**src/design/rmts_pkg.sv**
```systemverilog
// Package for the rate monotonic tick scheduler.
// Shared types and configuration register indexes; no dependencies.
package rmts_pkg;

  localparam int TIME_W   = 32;
  localparam int WORK_W   = 16;
  localparam int ID_W     = 8;
  localparam int SLOT_W   = 2;
  localparam int CFG_IDX_W  = 3;
  localparam int CFG_DATA_W = 40;
  localparam int COUNT_W  = 3;

  localparam logic [CFG_IDX_W-1:0] CFG_IDX_COUNT = 3'd0;
  localparam logic [CFG_IDX_W-1:0] CFG_IDX_SLOT0 = 3'd1;

  typedef logic [TIME_W-1:0] time_t;
  typedef logic [WORK_W-1:0] work_t;

  typedef struct packed {
    logic [ID_W-1:0]   id;
    logic [WORK_W-1:0] period;
    logic [WORK_W-1:0] budget;
  } slot_cfg_t;

  typedef struct packed {
    logic              busy;
    logic [ID_W-1:0]   id;
    logic [SLOT_W-1:0] slot;
  } sched_res_t;

endpackage

```
**src/design/rmts_cfg.sv**
```systemverilog
// Configuration register file: task count and per-slot descriptors.
// Depends on rmts_pkg.
module rmts_cfg import rmts_pkg::*; #(
  parameter int NUM_SLOTS = 4
) (
  input  logic                  clk,
  input  logic                  rst_n,
  input  logic                  cfg_we,
  input  logic [CFG_IDX_W-1:0]  cfg_index,
  input  logic [CFG_DATA_W-1:0] cfg_wdata,
  output logic [COUNT_W-1:0]    task_count,
  output slot_cfg_t             slot_cfg [NUM_SLOTS]
);

  logic [COUNT_W-1:0] count_r;
  slot_cfg_t          slot_r [NUM_SLOTS];

  always_ff @(posedge clk) begin
    if (!rst_n) begin
      count_r <= '0;
      for (int s = 0; s < NUM_SLOTS; s++) slot_r[s] <= '0;
    end else if (cfg_we) begin
      if (cfg_index == CFG_IDX_COUNT) count_r <= cfg_wdata[COUNT_W-1:0];
      for (int s = 0; s < NUM_SLOTS; s++) begin
        if (cfg_index == CFG_IDX_W'(int'(CFG_IDX_SLOT0) + s)) slot_r[s] <= cfg_wdata;
      end
    end
  end

  assign task_count = count_r;
  always_comb begin
    for (int s = 0; s < NUM_SLOTS; s++) slot_cfg[s] = slot_r[s];
  end

endmodule

```
**src/design/rmts_sched.sv**
```systemverilog
// One-tick scheduling step: release check, priority pick, budget decrement.
// Purely combinational; depends on rmts_pkg.
module rmts_sched import rmts_pkg::*; #(
  parameter int NUM_SLOTS = 4
) (
  input  logic               restart,
  input  logic [COUNT_W-1:0] task_count,
  input  slot_cfg_t          slot_cfg  [NUM_SLOTS],
  input  time_t              time_now,
  input  time_t              rel_at    [NUM_SLOTS],
  input  work_t              work_left [NUM_SLOTS],
  output time_t              tick_time,
  output time_t              time_nxt,
  output time_t              rel_nxt   [NUM_SLOTS],
  output work_t              work_nxt  [NUM_SLOTS],
  output sched_res_t         res
);

  logic [NUM_SLOTS-1:0] act;
  work_t                work_rel [NUM_SLOTS];
  logic                 found;
  logic [SLOT_W-1:0]    pick;
  work_t                best;
  logic [ID_W-1:0]      pick_id;
  time_t                rel_cur;

  assign tick_time = restart ? '0 : time_now;
  assign time_nxt  = tick_time + 1'b1;

  // release: a slot whose release time matches reloads its budget
  always_comb begin
    for (int s = 0; s < NUM_SLOTS; s++) begin
      act[s]      = task_count > COUNT_W'(s);
      rel_cur     = restart ? '0 : rel_at[s];
      work_rel[s] = restart ? '0 : work_left[s];
      rel_nxt[s]  = rel_cur;
      if (act[s] && rel_cur == tick_time) begin
        work_rel[s] = slot_cfg[s].budget;
        rel_nxt[s]  = rel_cur + TIME_W'(slot_cfg[s].period);
      end
    end
  end

  // shortest period wins, strict compare keeps the lower slot on ties
  always_comb begin
    found   = 1'b0;
    pick    = '0;
    best    = '0;
    pick_id = '0;
    for (int s = 0; s < NUM_SLOTS; s++) begin
      if (act[s] && work_rel[s] != '0 && (!found || slot_cfg[s].period < best)) begin
        found   = 1'b1;
        pick    = SLOT_W'(s);
        best    = slot_cfg[s].period;
        pick_id = slot_cfg[s].id;
      end
    end
  end

  always_comb begin
    for (int s = 0; s < NUM_SLOTS; s++) begin
      work_nxt[s] = (found && pick == SLOT_W'(s)) ? work_rel[s] - 1'b1 : work_rel[s];
    end
  end

  assign res.busy = found;
  assign res.id   = pick_id;
  assign res.slot = pick;

endmodule

```
**src/design/rate_monotonic_tick_scheduler_core.sv**
```systemverilog
// Top level of the rate monotonic tick scheduler: input stage, state, result stage.
// Depends on rmts_pkg, rmts_cfg and rmts_sched.
//
//  channel | direction | handshake              | payload
//  --------+-----------+------------------------+-----------------------------------------
//  in      | input     | in_valid / in_ready    | in_restart
//  out     | output    | out_valid / out_ready  | out_tick_time, out_busy_res,
//          |           |                        | out_running_id, out_running_slot
//  cfg     | input     | cfg_we (no wait)       | cfg_index, cfg_wdata
//
// One tick per cycle sustained while out_ready holds; a taken beat passes the
// input register, then the result register. The scheduler state feeds back
// through the release compare and the four-way priority pick.
// rst_n is synchronous: clears config, time, release times and remaining work.
// A stalled output holds the result stage; the input stage still takes one beat
// while the result waits, then in_ready drops until out_ready returns.
module rate_monotonic_tick_scheduler_core import rmts_pkg::*; #(
  parameter int NUM_SLOTS = 4
) (
  input  logic                  clk,
  input  logic                  rst_n,
  input  logic                  in_valid,
  output logic                  in_ready,
  input  logic                  in_restart,
  output logic                  out_valid,
  input  logic                  out_ready,
  output logic [TIME_W-1:0]     out_tick_time,
  output logic                  out_busy_res,
  output logic [ID_W-1:0]       out_running_id,
  output logic [SLOT_W-1:0]     out_running_slot,
  input  logic                  cfg_we,
  input  logic [CFG_IDX_W-1:0]  cfg_index,
  input  logic [CFG_DATA_W-1:0] cfg_wdata
);

  logic [COUNT_W-1:0] task_count;
  slot_cfg_t          slot_cfg [NUM_SLOTS];

  // input stage
  logic s1_valid_r, s1_restart_r;
  // scheduler state
  time_t time_r;
  time_t rel_r  [NUM_SLOTS];
  work_t work_r [NUM_SLOTS];
  // result stage
  logic       out_valid_r;
  time_t      tick_r;
  sched_res_t res_r;

  time_t      tick_time, time_nxt;
  time_t      rel_nxt  [NUM_SLOTS];
  work_t      work_nxt [NUM_SLOTS];
  sched_res_t res;
  logic       advance;

  rmts_cfg #(.NUM_SLOTS(NUM_SLOTS)) u_cfg (
    .clk        (clk),
    .rst_n      (rst_n),
    .cfg_we     (cfg_we),
    .cfg_index  (cfg_index),
    .cfg_wdata  (cfg_wdata),
    .task_count (task_count),
    .slot_cfg   (slot_cfg)
  );

  rmts_sched #(.NUM_SLOTS(NUM_SLOTS)) u_sched (
    .restart    (s1_restart_r),
    .task_count (task_count),
    .slot_cfg   (slot_cfg),
    .time_now   (time_r),
    .rel_at     (rel_r),
    .work_left  (work_r),
    .tick_time  (tick_time),
    .time_nxt   (time_nxt),
    .rel_nxt    (rel_nxt),
    .work_nxt   (work_nxt),
    .res        (res)
  );

  // result stage moves when empty or being drained
  assign advance  = !out_valid_r || out_ready;
  assign in_ready = !s1_valid_r || advance;

  always_ff @(posedge clk) begin
    if (!rst_n) begin
      s1_valid_r <= 1'b0;
    end else if (in_ready) begin
      s1_valid_r <= in_valid;
    end
  end

  always_ff @(posedge clk) begin
    if (in_ready) s1_restart_r <= in_restart;
  end

  // state commits exactly when a tick leaves the input stage
  always_ff @(posedge clk) begin
    if (!rst_n) begin
      time_r <= '0;
      for (int s = 0; s < NUM_SLOTS; s++) begin
        rel_r[s]  <= '0;
        work_r[s] <= '0;
      end
    end else if (advance && s1_valid_r) begin
      time_r <= time_nxt;
      for (int s = 0; s < NUM_SLOTS; s++) begin
        rel_r[s]  <= rel_nxt[s];
        work_r[s] <= work_nxt[s];
      end
    end
  end

  always_ff @(posedge clk) begin
    if (!rst_n) begin
      out_valid_r <= 1'b0;
    end else if (advance) begin
      out_valid_r <= s1_valid_r;
    end
  end

  always_ff @(posedge clk) begin
    if (advance && s1_valid_r) begin
      tick_r <= tick_time;
      res_r  <= res;
    end
  end

  assign out_valid        = out_valid_r;
  assign out_tick_time    = tick_r;
  assign out_busy_res     = res_r.busy;
  assign out_running_id   = res_r.id;
  assign out_running_slot = res_r.slot;

endmodule

```
**config.mk**
```make
export PLATFORM = sky130hd
export DESIGN_NAME = rate_monotonic_tick_scheduler_core
export DESIGN_NICKNAME = d
export VERILOG_FILES = /design/src/design/rmts_pkg.sv /design/src/design/rmts_cfg.sv /design/src/design/rmts_sched.sv /design/src/design/rate_monotonic_tick_scheduler_core.sv
export SDC_FILE = /design/constraint.sdc
export NUM_CORES = 1
export LEC_CHECK = 0
export BUFFER_PORTS_ARGS = -buffer_cell sky130_fd_sc_hd__buf_2
export CAP_MARGIN = 0
export CELL_PAD_IN_SITES_DETAIL_PLACEMENT = 0
export CELL_PAD_IN_SITES_GLOBAL_PLACEMENT = 2
export CORE_MARGIN = 2
export CORE_UTILIZATION = 40
export DETAILED_ROUTE_END_ITERATION = 12
export PLACE_DENSITY = 0.81
export SLEW_MARGIN = 0
export SYNTH_ARGS = -nofsm -noshare
export SYNTH_HDL_FRONTEND = slang
export SYNTH_SLANG_ARGS = --single-unit
export TNS_END_PERCENT = 100
```
**constraint.sdc**
```tcl
create_clock -name clk -period 16 [get_ports clk]
set_clock_uncertainty 0.1 [all_clocks]
set_input_delay 3.2 -clock clk [delete_from_list [all_inputs] [get_ports clk]]
set_output_delay 3.2 -clock clk [all_outputs]
set_load 0.05 [all_outputs]
```
# Yosys cells after proc, flatten, opt, wreduce, memory -nomap -nowiden
# Memories as Yosys holds them, arrays and structs flattened.
# Index checks and enable logic that the tools add are counted.
[totals] register_bits=273 mem_bits_rw=160 inputBits=49 word_cells=138 mem_count=1
[op_classes] add_sub_neg=9 order_cmp=7 n_eq_ne=11 muxes=56 bitwise_logic=4 reduce_logical=33
[memory_table] name="u_cfg.slot_r" words=4 word_bits=40 rd=4 rd_ports_with_merged_regs=0 wr=4 line="rmts_cfg.sv:16" text="slot_cfg_t slot_r [NUM_SLOTS];"
[ops] op="$mux 32" count=9
[ops] op="$mux 16" count=15
[ops] op="$mux 40" count=4
[ops] op="$add 32x16->32" count=4
[ops] op="$eq 32x32->1" count=4
[ops] op="$reduce_bool 16->1" count=4
[ops] op="$sub 16x1->16 const B" count=4
[ops] op="$lt 16x16->1" count=3
[ops] op="$add 32x1->32 const B" count=1
[ops] op="$mux 8" count=4
[ops] op="$mux 1" count=22
[ops] op="$logic_and 1x1->1" count=16
[ops] op="$eq 3x2->1 const B" count=2
[ops] op="$gt 3x1->1 const B" count=2
[ops] op="$gt 3x2->1 const B" count=2
[ops] op="$logic_not 1->1" count=5
[ops] op="$logic_or 1x1->1" count=5
[ops] op="$eq 2x2->1 const B" count=2
[ops] op="$mux 2" count=2
[ops] op="$or 1x1->1" count=4
[ops] op="$eq 3x1->1 const B" count=1
[ops] op="$eq 3x3->1 const B" count=1
[ops] op="$logic_not 3->1" count=1
[ops] op="$eq 2x1->1 const B" count=1
[ops] op="other kinds (2)" count=2

# Logic depth before layout (Yosys ltp)
# Gate-level depths: netlist (run 1).
[depth] word_depth=22 depth_mapped=58

# Cells and area by module
# Synthesis (run 1) repeated with hierarchy kept, for this count alone.
[hier_totals] cells_unflattened=3396 area_unflattened_um2=29610.9
[by_module_without_submodules] module="rmts_sched" instances=1 cells_per_inst=1953 area_per_inst_um2=12530.8
[by_module_without_submodules] module="rate_monotonic_tick_scheduler_core" instances=1 cells_per_inst=1023 area_per_inst_um2=10261.1
[by_module_without_submodules] module="rmts_cfg" instances=1 cells_per_inst=420 area_per_inst_um2=6819.0

# Worst setup path before layout (run 1)
# OpenSTA, ideal clock, no wires.
[synth_timing] path_kind="flip-flop to flip-flop" from="register time_r[2]" to="register res_r, in the netlist out_running_id[5] (data pin)" setup_time_ns=0.266 arrival_ns=10.829 required_ns=15.634 path_slack_ns=4.805 path_stages_with_launch=54 n_path_buf=10 synth_period_minus_slack_ns=11.195 cell_sequence="dfxtp_1 -> clkbuf_1 -> xnor2_1 -> nand4_1 -> nor4_1 -> a31oi_1 -> o211a_1 -> a21oi_1 -> ha_1 -> nor3b_1 -> nand4_1 -> or3_1 -> a31oi_1 -> nor2_1 -> clkbuf_1 -> nand2_1 -> ha_1 -> a21o_1 -> [18 not listed] -> buf_1 -> clkbuf_1 -> buf_1 -> nor2_1 -> a21oi_1 -> ha_1 -> a21o_1 -> a21o_1 -> a21oi_1 -> o21ai_0 -> nand2_1 -> a21oi_1 -> o31ai_2 -> o211a_4 -> buf_6 -> clkbuf_1 -> buf_1 -> o21ai_1"
[synth_lines] item="from (decl)" line="rate_monotonic_tick_scheduler_core.sv:42" text="time_t time_r;"
[synth_lines] item="from (signal assigned)" line="rate_monotonic_tick_scheduler_core.sv:105" text="time_r <= time_nxt;"
[synth_lines] item="to (signal assigned)" line="rate_monotonic_tick_scheduler_core.sv:124" text="res_r <= res;"
[synth_lines] item="to (decl)" line="rate_monotonic_tick_scheduler_core.sv:48" text="sched_res_t res_r;"

# Worst setup path after layout (run 1)
[layout_timing] from="register time_r[2]" to="register work_r[11] (netlist bit)"
[layout_via] elab_chain_cells=22 word_cells_on_any_way=47 cone_classes="add/sub (1); order compare (3); eq/ne (5); mux (16); reduce/logical (22)"
[layout_lines] item="$mux 32 *" line="rmts_sched.sv:27" text="assign tick_time = restart ? '0 : time_now;"
[layout_lines] item="$eq 32x32->1" line="rmts_sched.sv:37" text="if (act[s] && rel_cur == tick_time) begin"
[layout_lines] item="$logic_and 1x1->1" line="rmts_sched.sv:37"
[layout_lines] item="$mux 16" line="rmts_sched.sv:37"
[layout_lines] item="$reduce_bool 16->1" line="rmts_sched.sv:51" text="if (act[s] && work_rel[s] != '0 && (!found || slot_cfg[s].period < best)) begin"
[layout_lines] item="$logic_and 1x1->1" line="rmts_sched.sv:51"
[layout_lines] item="$mux 16 or $mux 1 (tied branches)" line="rmts_sched.sv:51"
[layout_lines] item="$lt 16x16->1 or $logic_not 1->1 (tied branches)" line="rmts_sched.sv:51"
[layout_lines] item="[6 not listed]"
[layout_lines] item="$mux 16 or $mux 1 (tied branches)" line="rmts_sched.sv:51"
[layout_lines] item="$lt 16x16->1 or $logic_not 1->1 (tied branches)" line="rmts_sched.sv:51"
[layout_lines] item="$logic_or 1x1->1" line="rmts_sched.sv:51"
[layout_lines] item="$logic_and 1x1->1" line="rmts_sched.sv:51"
[layout_lines] item="$mux 2" line="rmts_sched.sv:51"
[layout_lines] item="$eq 2x2->1" line="rmts_sched.sv:62" text="work_nxt[s] = (found && pick == SLOT_W'(s)) ? work_rel[s] - 1'b1 : work_rel[s];"
[layout_lines] item="$logic_and 1x1->1" line="rmts_sched.sv:62"
[layout_lines] item="$mux 16 *" line="rmts_sched.sv:62"
[layout_lines] item="to (signal, indexed assignment)" line="rate_monotonic_tick_scheduler_core.sv:108" text="work_r[s] <= work_nxt[s];"
[layout_lines] item="to (decl)" line="rate_monotonic_tick_scheduler_core.sv:44" text="work_t work_r [NUM_SLOTS];"
# Mark *: on every way between the ends. The rest lies on a longest branch, timed or not.
# A chain may end at the register's enable or synchronous reset.

==> results of run 1 <==
==> state kept, by name (all words and copies together), names as in the netlist <==
name / count
out_running_id: 8
out_valid: 1
time_r: 32
out_busy_res: 1
u_cfg.task_count: 3
s1_valid_r: 1
u_cfg.slot_r: 160
work_r: 64
s1_restart_r: 1
out_running_slot: 2
rel_r: 128
out_tick_time: 32
==> tightest hold or removal path: stages (launching register included) <==
cell and delay, ns:
dfxtp_1 0.30, nand2_1 0.05, a21oi_1 0.05
==> worst max-delay path by stage <==
stage               from                 to  slack [ns]  depth (start not counted)
3_3_place_gp   time_r[2]         work_r[11]        3.39                         51
6_report       time_r[2]         work_r[11]        2.93                         51
3_5_place_dp   time_r[2]         work_r[55]        3.22                         48
5_1_grt        time_r[2]         work_r[11]        2.00                         51
4_1_cts        time_r[2]         work_r[11]        3.16                         51
2_1_floorplan  time_r[2]  out_running_id[5]        4.81                         53
==> layer usage <==
layer  track usage [%]  routed length [um]
met4              9.85                3440
met1              35.8               40800
met2              45.6               44800
met5                 0                   0
met3              3.26                4770
==> through the flow <==
step | cells | cell area (um^2) | hold slack (ns) | util (%)
after floorplan | 3056 | 26500 | 0.327 | -
after global placement | 3867 | 27800 | 0.333 | 42.3
after detailed placement | 3867 | 27800 | 0.347 | 42.3
after CTS | 3965 | 29600 | 0.355 | 45.1
after global routing | 3965 | 29600 | 0.377 | 45.1
final | 3965 | 29600 | 0.350 | 45.1
==> power groups by stage <==
stage / Sequential [W] / Combinational (W) / Clock (W)
after global routing: 0.00124 / 0.000314 / 0.00134
after detailed placement: 0.00126 / 0.000285 / 0
after global placement: 0.00126 / 0.000283 / 0
after CTS: 0.00124 / 0.000287 / 0.00130
final: 0.00124 / 0.000288 / 0.00128
after floorplan: 0.00126 / 0.000174 / 0
==> cell usage in the layout (no fill, tap or decap), types with 9 or more instances in the layout <==
cell type and count:
a2111oi_0 10, a211o_1 18, a211oi_1 15, a21o_1 35
a21oi_1 147, a22oi_1 55, a31oi_1 39, and2_1 180
and3_1 39, and4_1 13, buf_2 92, buf_4 42
bufinv_16 9, clkbuf_1 10, clkbuf_16 52, dfxtp_1 229
edfxtp_1 204, ha_1 114, inv_1 83, mux2i_1 24
nand2_1 278, nand2b_1 18, nand3_1 128, nand4_1 65
nor2_1 347, nor2b_1 117, nor3_1 61, nor3b_1 27
nor4_1 29, o211ai_1 19, o21ai_0 118, o21ai_1 17
o22ai_1 10, o311ai_0 10, or2_2 11, or3_1 20
xnor2_1 102, xor2_1 93
==> kinds of logic (layout without fill, tap and decap cells) <==
| group | Yosys count | after routing | share of synthesized area, % |
|---|---|---|---|
| multiplexers | 32 | 32 | 1.25 |
| XOR/XNOR | 195 | 195 | 6.45 |
| buffers and inverters | 275 | 320 | 4.04 |
| flip-flops | 433 | 433 | 40.4 |
| AO/OA/AOI/OAI | 625 | 625 | 15.8 |
| AND/OR/NAND/NOR | 1378 | 1378 | 26.3 |
| adder cells (fa/ha/maj) | 118 | 118 | 5.69 |
==> cell type report <==
type | count | area, um^2 | area share [%]
Tap cell | 864 | 1080 | 3.65
Clock buffer | 63 | 1350 | 4.57
Clock inverter | 35 | 470 | 1.59
Timing Repair Buffer | 135 | 796 | 2.69
Multi-Input combinational cell | 2348 | 14800 | 50.2
Sequential cell | 433 | 10700 | 36.2
Inverter | 87 | 334 | 1.13
==> flow_summary.ini, run 1 <==
[cells_and_area]
syn2layout_area_growth_pct = 11.6
diodes = 0
n_fill_cell = 6464
drive_above_1_share_pct = 9.38
nets = 3224

[place]
routabilityCongestion = 0.942
io_buffers = 93
dp_hpwl_um = 67500
dpl_worst_slack_ns = 3.22

[detailed_routing]
initialDrtViolationCount = 2019
first_pass_iters = 5
drc_errors = 0
dr_total_vias = 23200
drtAntennaViolNets = 0
wl_per_cell_um = 23.7
wl_um = 93800
vias_per_cell = 5.84

[clock_network]
post_cts_buffers = 0
cts_resized = 0
clkLatencyLatePin_ns = 0.63
cts_buffers = 52
h-tree-depth = 2
cts_buffer_depth = 3
cts_tree = built
cts_root_buffer = clkbuf_16
clk_pin_slew_ns = 0.07
ctsHoldBuffers = 0
cts_sinks = 433

[timing]
tightest_slew_ns = 1.24
period_share_pct = 81.7
max_freq_ghz = 0.0765
worst_slack_ns = 2.93
fin_setup_tns_ns = 0
maxSlewHeadroom_pct = 16.9
rsz0062_at_grt = no
drv_slew = 0
final.min_clock_period_ns = 13.07
report.final.hold_viol_count = 0
setup_violations = 0

[setup_path]
worstPathArrival_ns = 13.50
r2r-start = time_r[2]
cp.required_ns = 16.44
cp_common_cell = a21oi_1
critPathKind = register to register
rrSetupSlack_ns = 2.93
crit_path_max_incr_delay_ns = 0.84
critPathTopFamily = compound AO/OA/AOI/OAI gates
cp_num_buf_inv = 2
rr_worst_depth = 51
crit_fanout = 45
start_kind = register
worstReg2RegEnd = work_r[11]
end_kind = register
slowest_stage = nor2_2

[grt]
grt.total_usage_pct = 27.1
grt_overflow = 0
grt_pass1_vias = 22000
grt_max_degree = 101
antenna_found_initial = 1
grt_pass1_wl_um = 140000

[synth]
syn_nets = 3223
yosysTopAreaCell = edfxtp_1
syn_area_per_cell_um2 = 8.67
yosysMostFrequentCell = nor2_1
yosysWarningCount = 0
syn_area_um2 = 26500
synth_top_area_share_pct = 23.1
async_reset_ff_share_pct = 0
synth-seq-cells = 433
ys.flop_type = dfxtp_1
synthCells = 3056
synthTopCellsByArea = edfxtp_1, dfxtp_1, ha_1, nor2_1, and2_1
synthDistinctLibCells = 89
synth_common_cells = nor2_1, nand2_1, dfxtp_1
ys_seq_area_share_pct = 40.4
synth-edff-count = 204

[power]
p_per_area_nw_per_um2 = 94.8
power.internal_w = 0.00204
p_leak_nw = 11.2
combPwrFrac_pct = 10.3
swShare_pct = 27.2
p_total_w = 0.00281
vdd_drop_max_mv = 0.0888
p_sw_w = 0.000764
pwr-share-seq_pct = 44.2
pwr-share-clk_pct = 45.6

[min_path]
hp-start = work_r[0]
hold_class = register to register
holdPathStages = 2
hold_end = work_r[0]

[die]
die_width_um = 261
row_count = 94
die_y_um = 261
initial_core_util_pct = 40.4
core_area_um2 = 65600
die_area_um2 = 68300
boundaryPins = 94

[outcome]
outcome = complete, no violations

[job]
cap_viol_max_count = 0
No activity file was read; power rests on OpenSTA's default activity.
==> run 2, diff against run 1 <==
- clock period: 16 -> 13.7 ns (I/O delays scaled with it)
==> run 2 against run 1 <==
Sequential share of layout area is essentially flat. Final cell count rose by 0.13%. Utilization hardly changed. Global-route usage rose by 0.29 points. Sequential power up 17%. Maximum frequency is 3.9% higher. Critical endpoint is now work_r[14].
==> flow_summary.ini, run 2 (synthesis gave the netlist of run 1 again) <==
[outcome]
outcome = complete, no violations

[die]
boundaryPins = 94
die_width_um = 261
die_area_um2 = 68300
die_y_um = 261
initial_core_util_pct = 40.4
row_count = 94
core_area_um2 = 65600

[detailed_routing]
drtAntennaViolNets = 0
wl_per_cell_um = 23.8
first_pass_iters = 6
vias_per_cell = 5.84
drc_errors = 0
dr_total_vias = 23200
wl_um = 94400
initialDrtViolationCount = 2168

[clock_network]
cts_tree = built
cts_sinks = 433
clkLatencyLatePin_ns = 0.62
cts_buffer_depth = 3
cts_root_buffer = clkbuf_16
clk_pin_slew_ns = 0.06
h-tree-depth = 2
cts_buffers = 52

[setup_path]
critPathLaunch = time_r[23]
critPathKind = register to register
critPathTopFamily = compound AO/OA/AOI/OAI gates
worstPathArrival_ns = 12.97
end_kind = register
crit_fanout = 31
cp_num_buf_inv = 3
r2r-start = time_r[23]
cp.required_ns = 14.10
rrSetupSlack_ns = 1.13
start_kind = register
slowest_stage = dfxtp_1
cp_common_cell = a21oi_1
crit_path_max_incr_delay_ns = 0.60

[timing]
drv_slew = 0
period_share_pct = 91.8
rsz0062_at_grt = no
max_freq_ghz = 0.0796
fin_setup_tns_ns = 0
report.final.hold_viol_count = 0
final.min_clock_period_ns = 12.57
setup_violations = 0
tightest_slew_ns = 1.21
maxSlewHeadroom_pct = 18.6
worst_slack_ns = 1.13

[place]
placed_area_um2 = 27800
dp_hpwl_um = 67900
io_buffers = 93
routabilityCongestion = 0.944
dpl_worst_slack_ns = 1.23

[power]
swShare_pct = 26.7
p_per_area_nw_per_um2 = 110
power.internal_w = 0.00238
pwr-share-clk_pct = 45.0
vdd_drop_max_mv = 0.0877
p_total_w = 0.00325
combPwrFrac_pct = 10.4
pwr-share-seq_pct = 44.6
p_sw_w = 0.000867
p_leak_nw = 11.2

[job]
cap_viol_max_count = 0

[cells_and_area]
syn2layout_area_growth_pct = 11.7
mostFrequentLayoutCell = nor2_1
largest_reg_flops = 160
nets = 3229
mostFrequentLayoutCells = nor2_1, nand2_1, dfxtp_1
drive_above_1_share_pct = 9.60
final_util_pct = 45.1
final_cell_area_um2 = 29600
reg_top3 = u_cfg.slot_r: 160 flops, rel_r: 128 flops, work_r: 64 flops
regMostFlops = u_cfg.slot_r

[grt]
antenna_found_initial = 2
grt_pass1_vias = 22400
grt_pass1_wl_um = 141000
grt_max_degree = 93
grt.total_usage_pct = 27.4
grt_overflow = 0

[min_path]
hold_class = register to register
hp-start = work_r[17]
## run 2: cell types whose count changed in the layout (fill, tap and decap cells not counted), moves of 3 or more
cell,before,now
buf_4,42,47
bufinv_16,9,6
clkbuf_16,52,56
clkbuf_8,1,5
clkinv_2,4,13
clkinv_4,6,0
clkinvlp_4,5,1
## run 2: final cells by class
class,instances,area (um^2)
clock inverters,25,282
flip-flops and latches,433,10700
multi-input cells,2348,14800
fillers,6369,36000
inverters,87,334
clock buffers,72,1510
diodes,1,2.50
well taps,864,1080
repair buffers,140,833
## run 2: routing by layer
layer,wire [um],vias up,part of all wire (%),GRT usage [%]
met3,4860,168,5.1,3.16
li1,-,11000,-,-
met5,0,-,0,0
met4,4050,0,4.3,12.1
met1,40600,11200,43,35.5
met2,44900,803,48,46.1
## run 2: path summary, 6_finish.rpt
| kind | to | cells past startpoint |
|---|---|---|
| setup / recovery | work_r[14] | 49 |
| hold / removal | work_r[17] | 2 |
| setup reg to reg | work_r[14] | 49 |
| hold reg to reg | work_r[17] | 2 |
## run 2: timing repair
action | in CTS | in global routing
endpoints found under the setup margin | 0 | 1
buffers inserted | 0 | 0
resized for setup | 0 | 1
hold buffers | 0 | 0
## run 2: per-stage QoR
step	cells	hold WS [ns]
2_1_floorplan	3056	0.327
6_report	3970	0.360
3_3_place_gp	3872	0.336
5_1_grt	3969	0.382
4_1_cts	3969	0.359
3_5_place_dp	3872	0.351
## run 2: power by group through the flow
stage	Sequential, W	Clock, W	Combinational (W)
5_1_grt	0.00145	0.00153	0.000369
4_1_cts	0.00145	0.00149	0.000336
3_3_place_gp	0.00148	0	0.000332
2_1_floorplan	0.00147	0	0.000203
3_5_place_dp	0.00148	0	0.000334
6_report	0.00145	0.00146	0.000338
## run 2: worst min-delay path, delay by kind of cell (launching register included)
family	cells	cell delay, ns
flip-flops	1	0.31
AND/OR/NAND/NOR	1	0.06
AO/OA/AOI/OAI	1	0.05
==> run 3, diff against run 2 <==
- ABC_AREA: not set -> 1
- CORE_UTILIZATION: 40 -> 35
- PLACE_DENSITY: 0.81 -> 0.76
- TNS_END_PERCENT: 100 -> not set
==> run 3 against run 2 <==
Die area increased by 13%. Non-clock buffer count shrank 20. Synthesized area is 0.55% lower. Wire length up 1.5%. Synthesized cell count rose by 18%. Maximum frequency increased by 4.5%. Clock power hardly changed. Setup slack better by 0.54 ns. Sequential power barely moved. Sequential cell count is the same. Sequential share of layout area rose by 0.31 points. Global-route usage fell by 3.0 points.
==> flow_summary.ini, run 3 <==
[synth]
yosys.area_share.simple_pct = 25.9
syn_area_per_cell_um2 = 7.33
synthMuxAreaShare_pct = 0
ys.flop_type = dfxtp_1
yosysWarningCount = 0
synthTopCellsByArea = edfxtp_1, dfxtp_1, nand2_1, nor2_1, inv_1
async_reset_ff_share_pct = 0
synth_common_cells = nand2_1, nor2_1, inv_1
synth-edff-count = 204
synth_top_area_share_pct = 23.3
synthDistinctLibCells = 58
synth_compound_area_share_pct = 15.0
yosysTopAreaCell = edfxtp_1
synthCells = 3594
synth_fa_ha_area_share_pct = 5.72
ys_seq_area_share_pct = 40.7
syn_area_um2 = 26300
synth-seq-cells = 433
synth_top_family_by_area = simple AND/OR/NAND/NOR gates
yosysMostFrequentCell = nand2_1
syn_nets = 3761
synth_xor_area_share_pct = 2.99

[grt]
antenna_found_initial = 3
grt_pass1_wl_um = 145000
grt_max_degree = 124
grt_pass1_vias = 23600
grt.total_usage_pct = 24.4
grt_overflow = 0

[setup_path]
crit_path_max_incr_delay_ns = 0.61
cp.required_ns = 14.12
critPathKind = register to register
end_kind = register
worstPathArrival_ns = 12.45
slowest_stage = clkinv_1
crit_fanout = 123
start_kind = register
cp_common_cell = nand2_1

[place]
routabilityCongestion = 0.898
dp_hpwl_um = 69000
io_buffers = 93
numPlacedInstances = 4521

[cells_and_area]
mostFrequentLayoutCells = nand2_1, nor2_1, inv_1
syn2layout_area_growth_pct = 11.3
n_fill_cell = 7812
fin_cells = 4625
regMostFlops = u_cfg.slot_r
largest_reg_flops = 160
nets = 3776
reg_top3 = u_cfg.slot_r: 160 flops, rel_r: 128 flops, work_r: 64 flops
mostFrequentLayoutCell = nand2_1
diodes = 0
drive_above_1_share_pct = 7.08
final_util_pct = 39.4

[die]
die_y_um = 278
initial_core_util_pct = 35.4
boundaryPins = 94
die_area_um2 = 77500
core_area_um2 = 74400
row_count = 100
die_width_um = 278

[timing]
max_freq_ghz = 0.0831
rsz0062_at_grt = no
tightest_slew_ns = 1.13
fin_setup_tns_ns = 0
maxSlewHeadroom_pct = 24.6
whs_ns = 0.366
report.final.hold_viol_count = 0
drv_slew = 0
setup_violations = 0
period_share_pct = 87.8
final.min_clock_period_ns = 12.03

[clock_network]
cts_buffer_depth = 3
cts_root_buffer = clkbuf_16
cts_tree = built
clkLatencyLatePin_ns = 0.64
h-tree-depth = 2
cts_sinks = 433
post_cts_buffers = 0
clk_pin_slew_ns = 0.06
cts_buffers = 55
ctsHoldBuffers = 0
cts_resized = 0

[detailed_routing]
wl_um = 95800
drtAntennaViolNets = 0
wl_per_cell_um = 20.7
vias_per_cell = 5.33
first_pass_iters = 6
initialDrtViolationCount = 2104
drc_errors = 0
dr_total_vias = 24700

[power]
p_per_area_nw_per_um2 = 119
power.internal_w = 0.00246
swShare_pct = 29.8
vdd_drop_max_mv = 0.105
p_sw_w = 0.00104
pwr-share-seq_pct = 41.8
p_leak_nw = 12.2
pwr-share-clk_pct = 42.6
combPwrFrac_pct = 15.6

[job]
cap_viol_max_count = 0

[min_path]
hold_class = register to register

[outcome]
outcome = complete, no violations
run 3: power by group through the flow:
| stage | logic [W] | registers [W] | clock network [W] |
|---|---|---|---|
| 4_1_cts | 0.000547 | 0.00146 | 0.00152 |
| 6_report | 0.000545 | 0.00146 | 0.00149 |
| 3_5_place_dp | 0.000544 | 0.00149 | 0 |
| 5_1_grt | 0.000611 | 0.00147 | 0.00157 |
| 2_1_floorplan | 0.000380 | 0.00149 | 0 |
| 3_3_place_gp | 0.000540 | 0.00149 | 0 |
run 3: layer usage:
| layer | global-route usage (%) | up-vias | wire length (um) |
|---|---|---|---|
| li1 | - | 12000 | - |
| met1 | 34.3 | 11800 | 45200 |
| met2 | 39.5 | 653 | 43600 |
| met3 | 2.48 | 140 | 4480 |
| met4 | 7.01 | 2 | 2570 |
| met5 | 0 | - | 18 |
run 3: kinds of logic (layout without fill, tap and decap cells):
logic type      Yosys count  in the layout
compound gates          695            695
xor+xnor                 90             90
fa+ha+maj               118            118
buf+inv                 629            691
flops                   433            433
simple gates           1629           1629
run 3: critical path, delay by kind of cell, from the launching register on:
family	cells	cell delay [ns]
and+or+nand+nor	28	4.46
DFF	1	0.48
AOI/OAI and AO/OA	11	2.97
adders and majority gates	4	1.11
buffers and inverters	8	2.68
run 3: cell type report:
class / instances / area, um^2 / area share, %
sequential: 433 / 10700 / 36.5
clock buffer: 79 / 1540 / 5.24
tap: 969 / 1210 / 4.13
inverter: 467 / 1770 / 6.02
timing repair buffer: 120 / 683 / 2.33
multi-input combinational: 2532 / 13100 / 44.8
clock inverter: 25 / 293 / 0.998
run 3: final timing paths:
path | end | from | cells after the start | slack (ns)
setup / recovery | work_r[24] | s1_restart_r | 51 | 1.67
hold / removal | rel_r[33] | rel_r[33] | 2 | 0.37
setup reg to reg | work_r[24] | s1_restart_r | 51 | 1.67
hold reg to reg | rel_r[33] | rel_r[33] | 2 | 0.37
run 3: through the flow:
stage          setup slack [ns]  instance area, um^2  power (W)
6_report                   1.67                29300    0.00350
5_1_grt                   0.434                29300    0.00364
4_1_cts                    1.61                29300    0.00353
3_5_place_dp               1.65                27500    0.00204
3_3_place_gp               2.02                27500    0.00203
2_1_floorplan              4.98                26300    0.00187
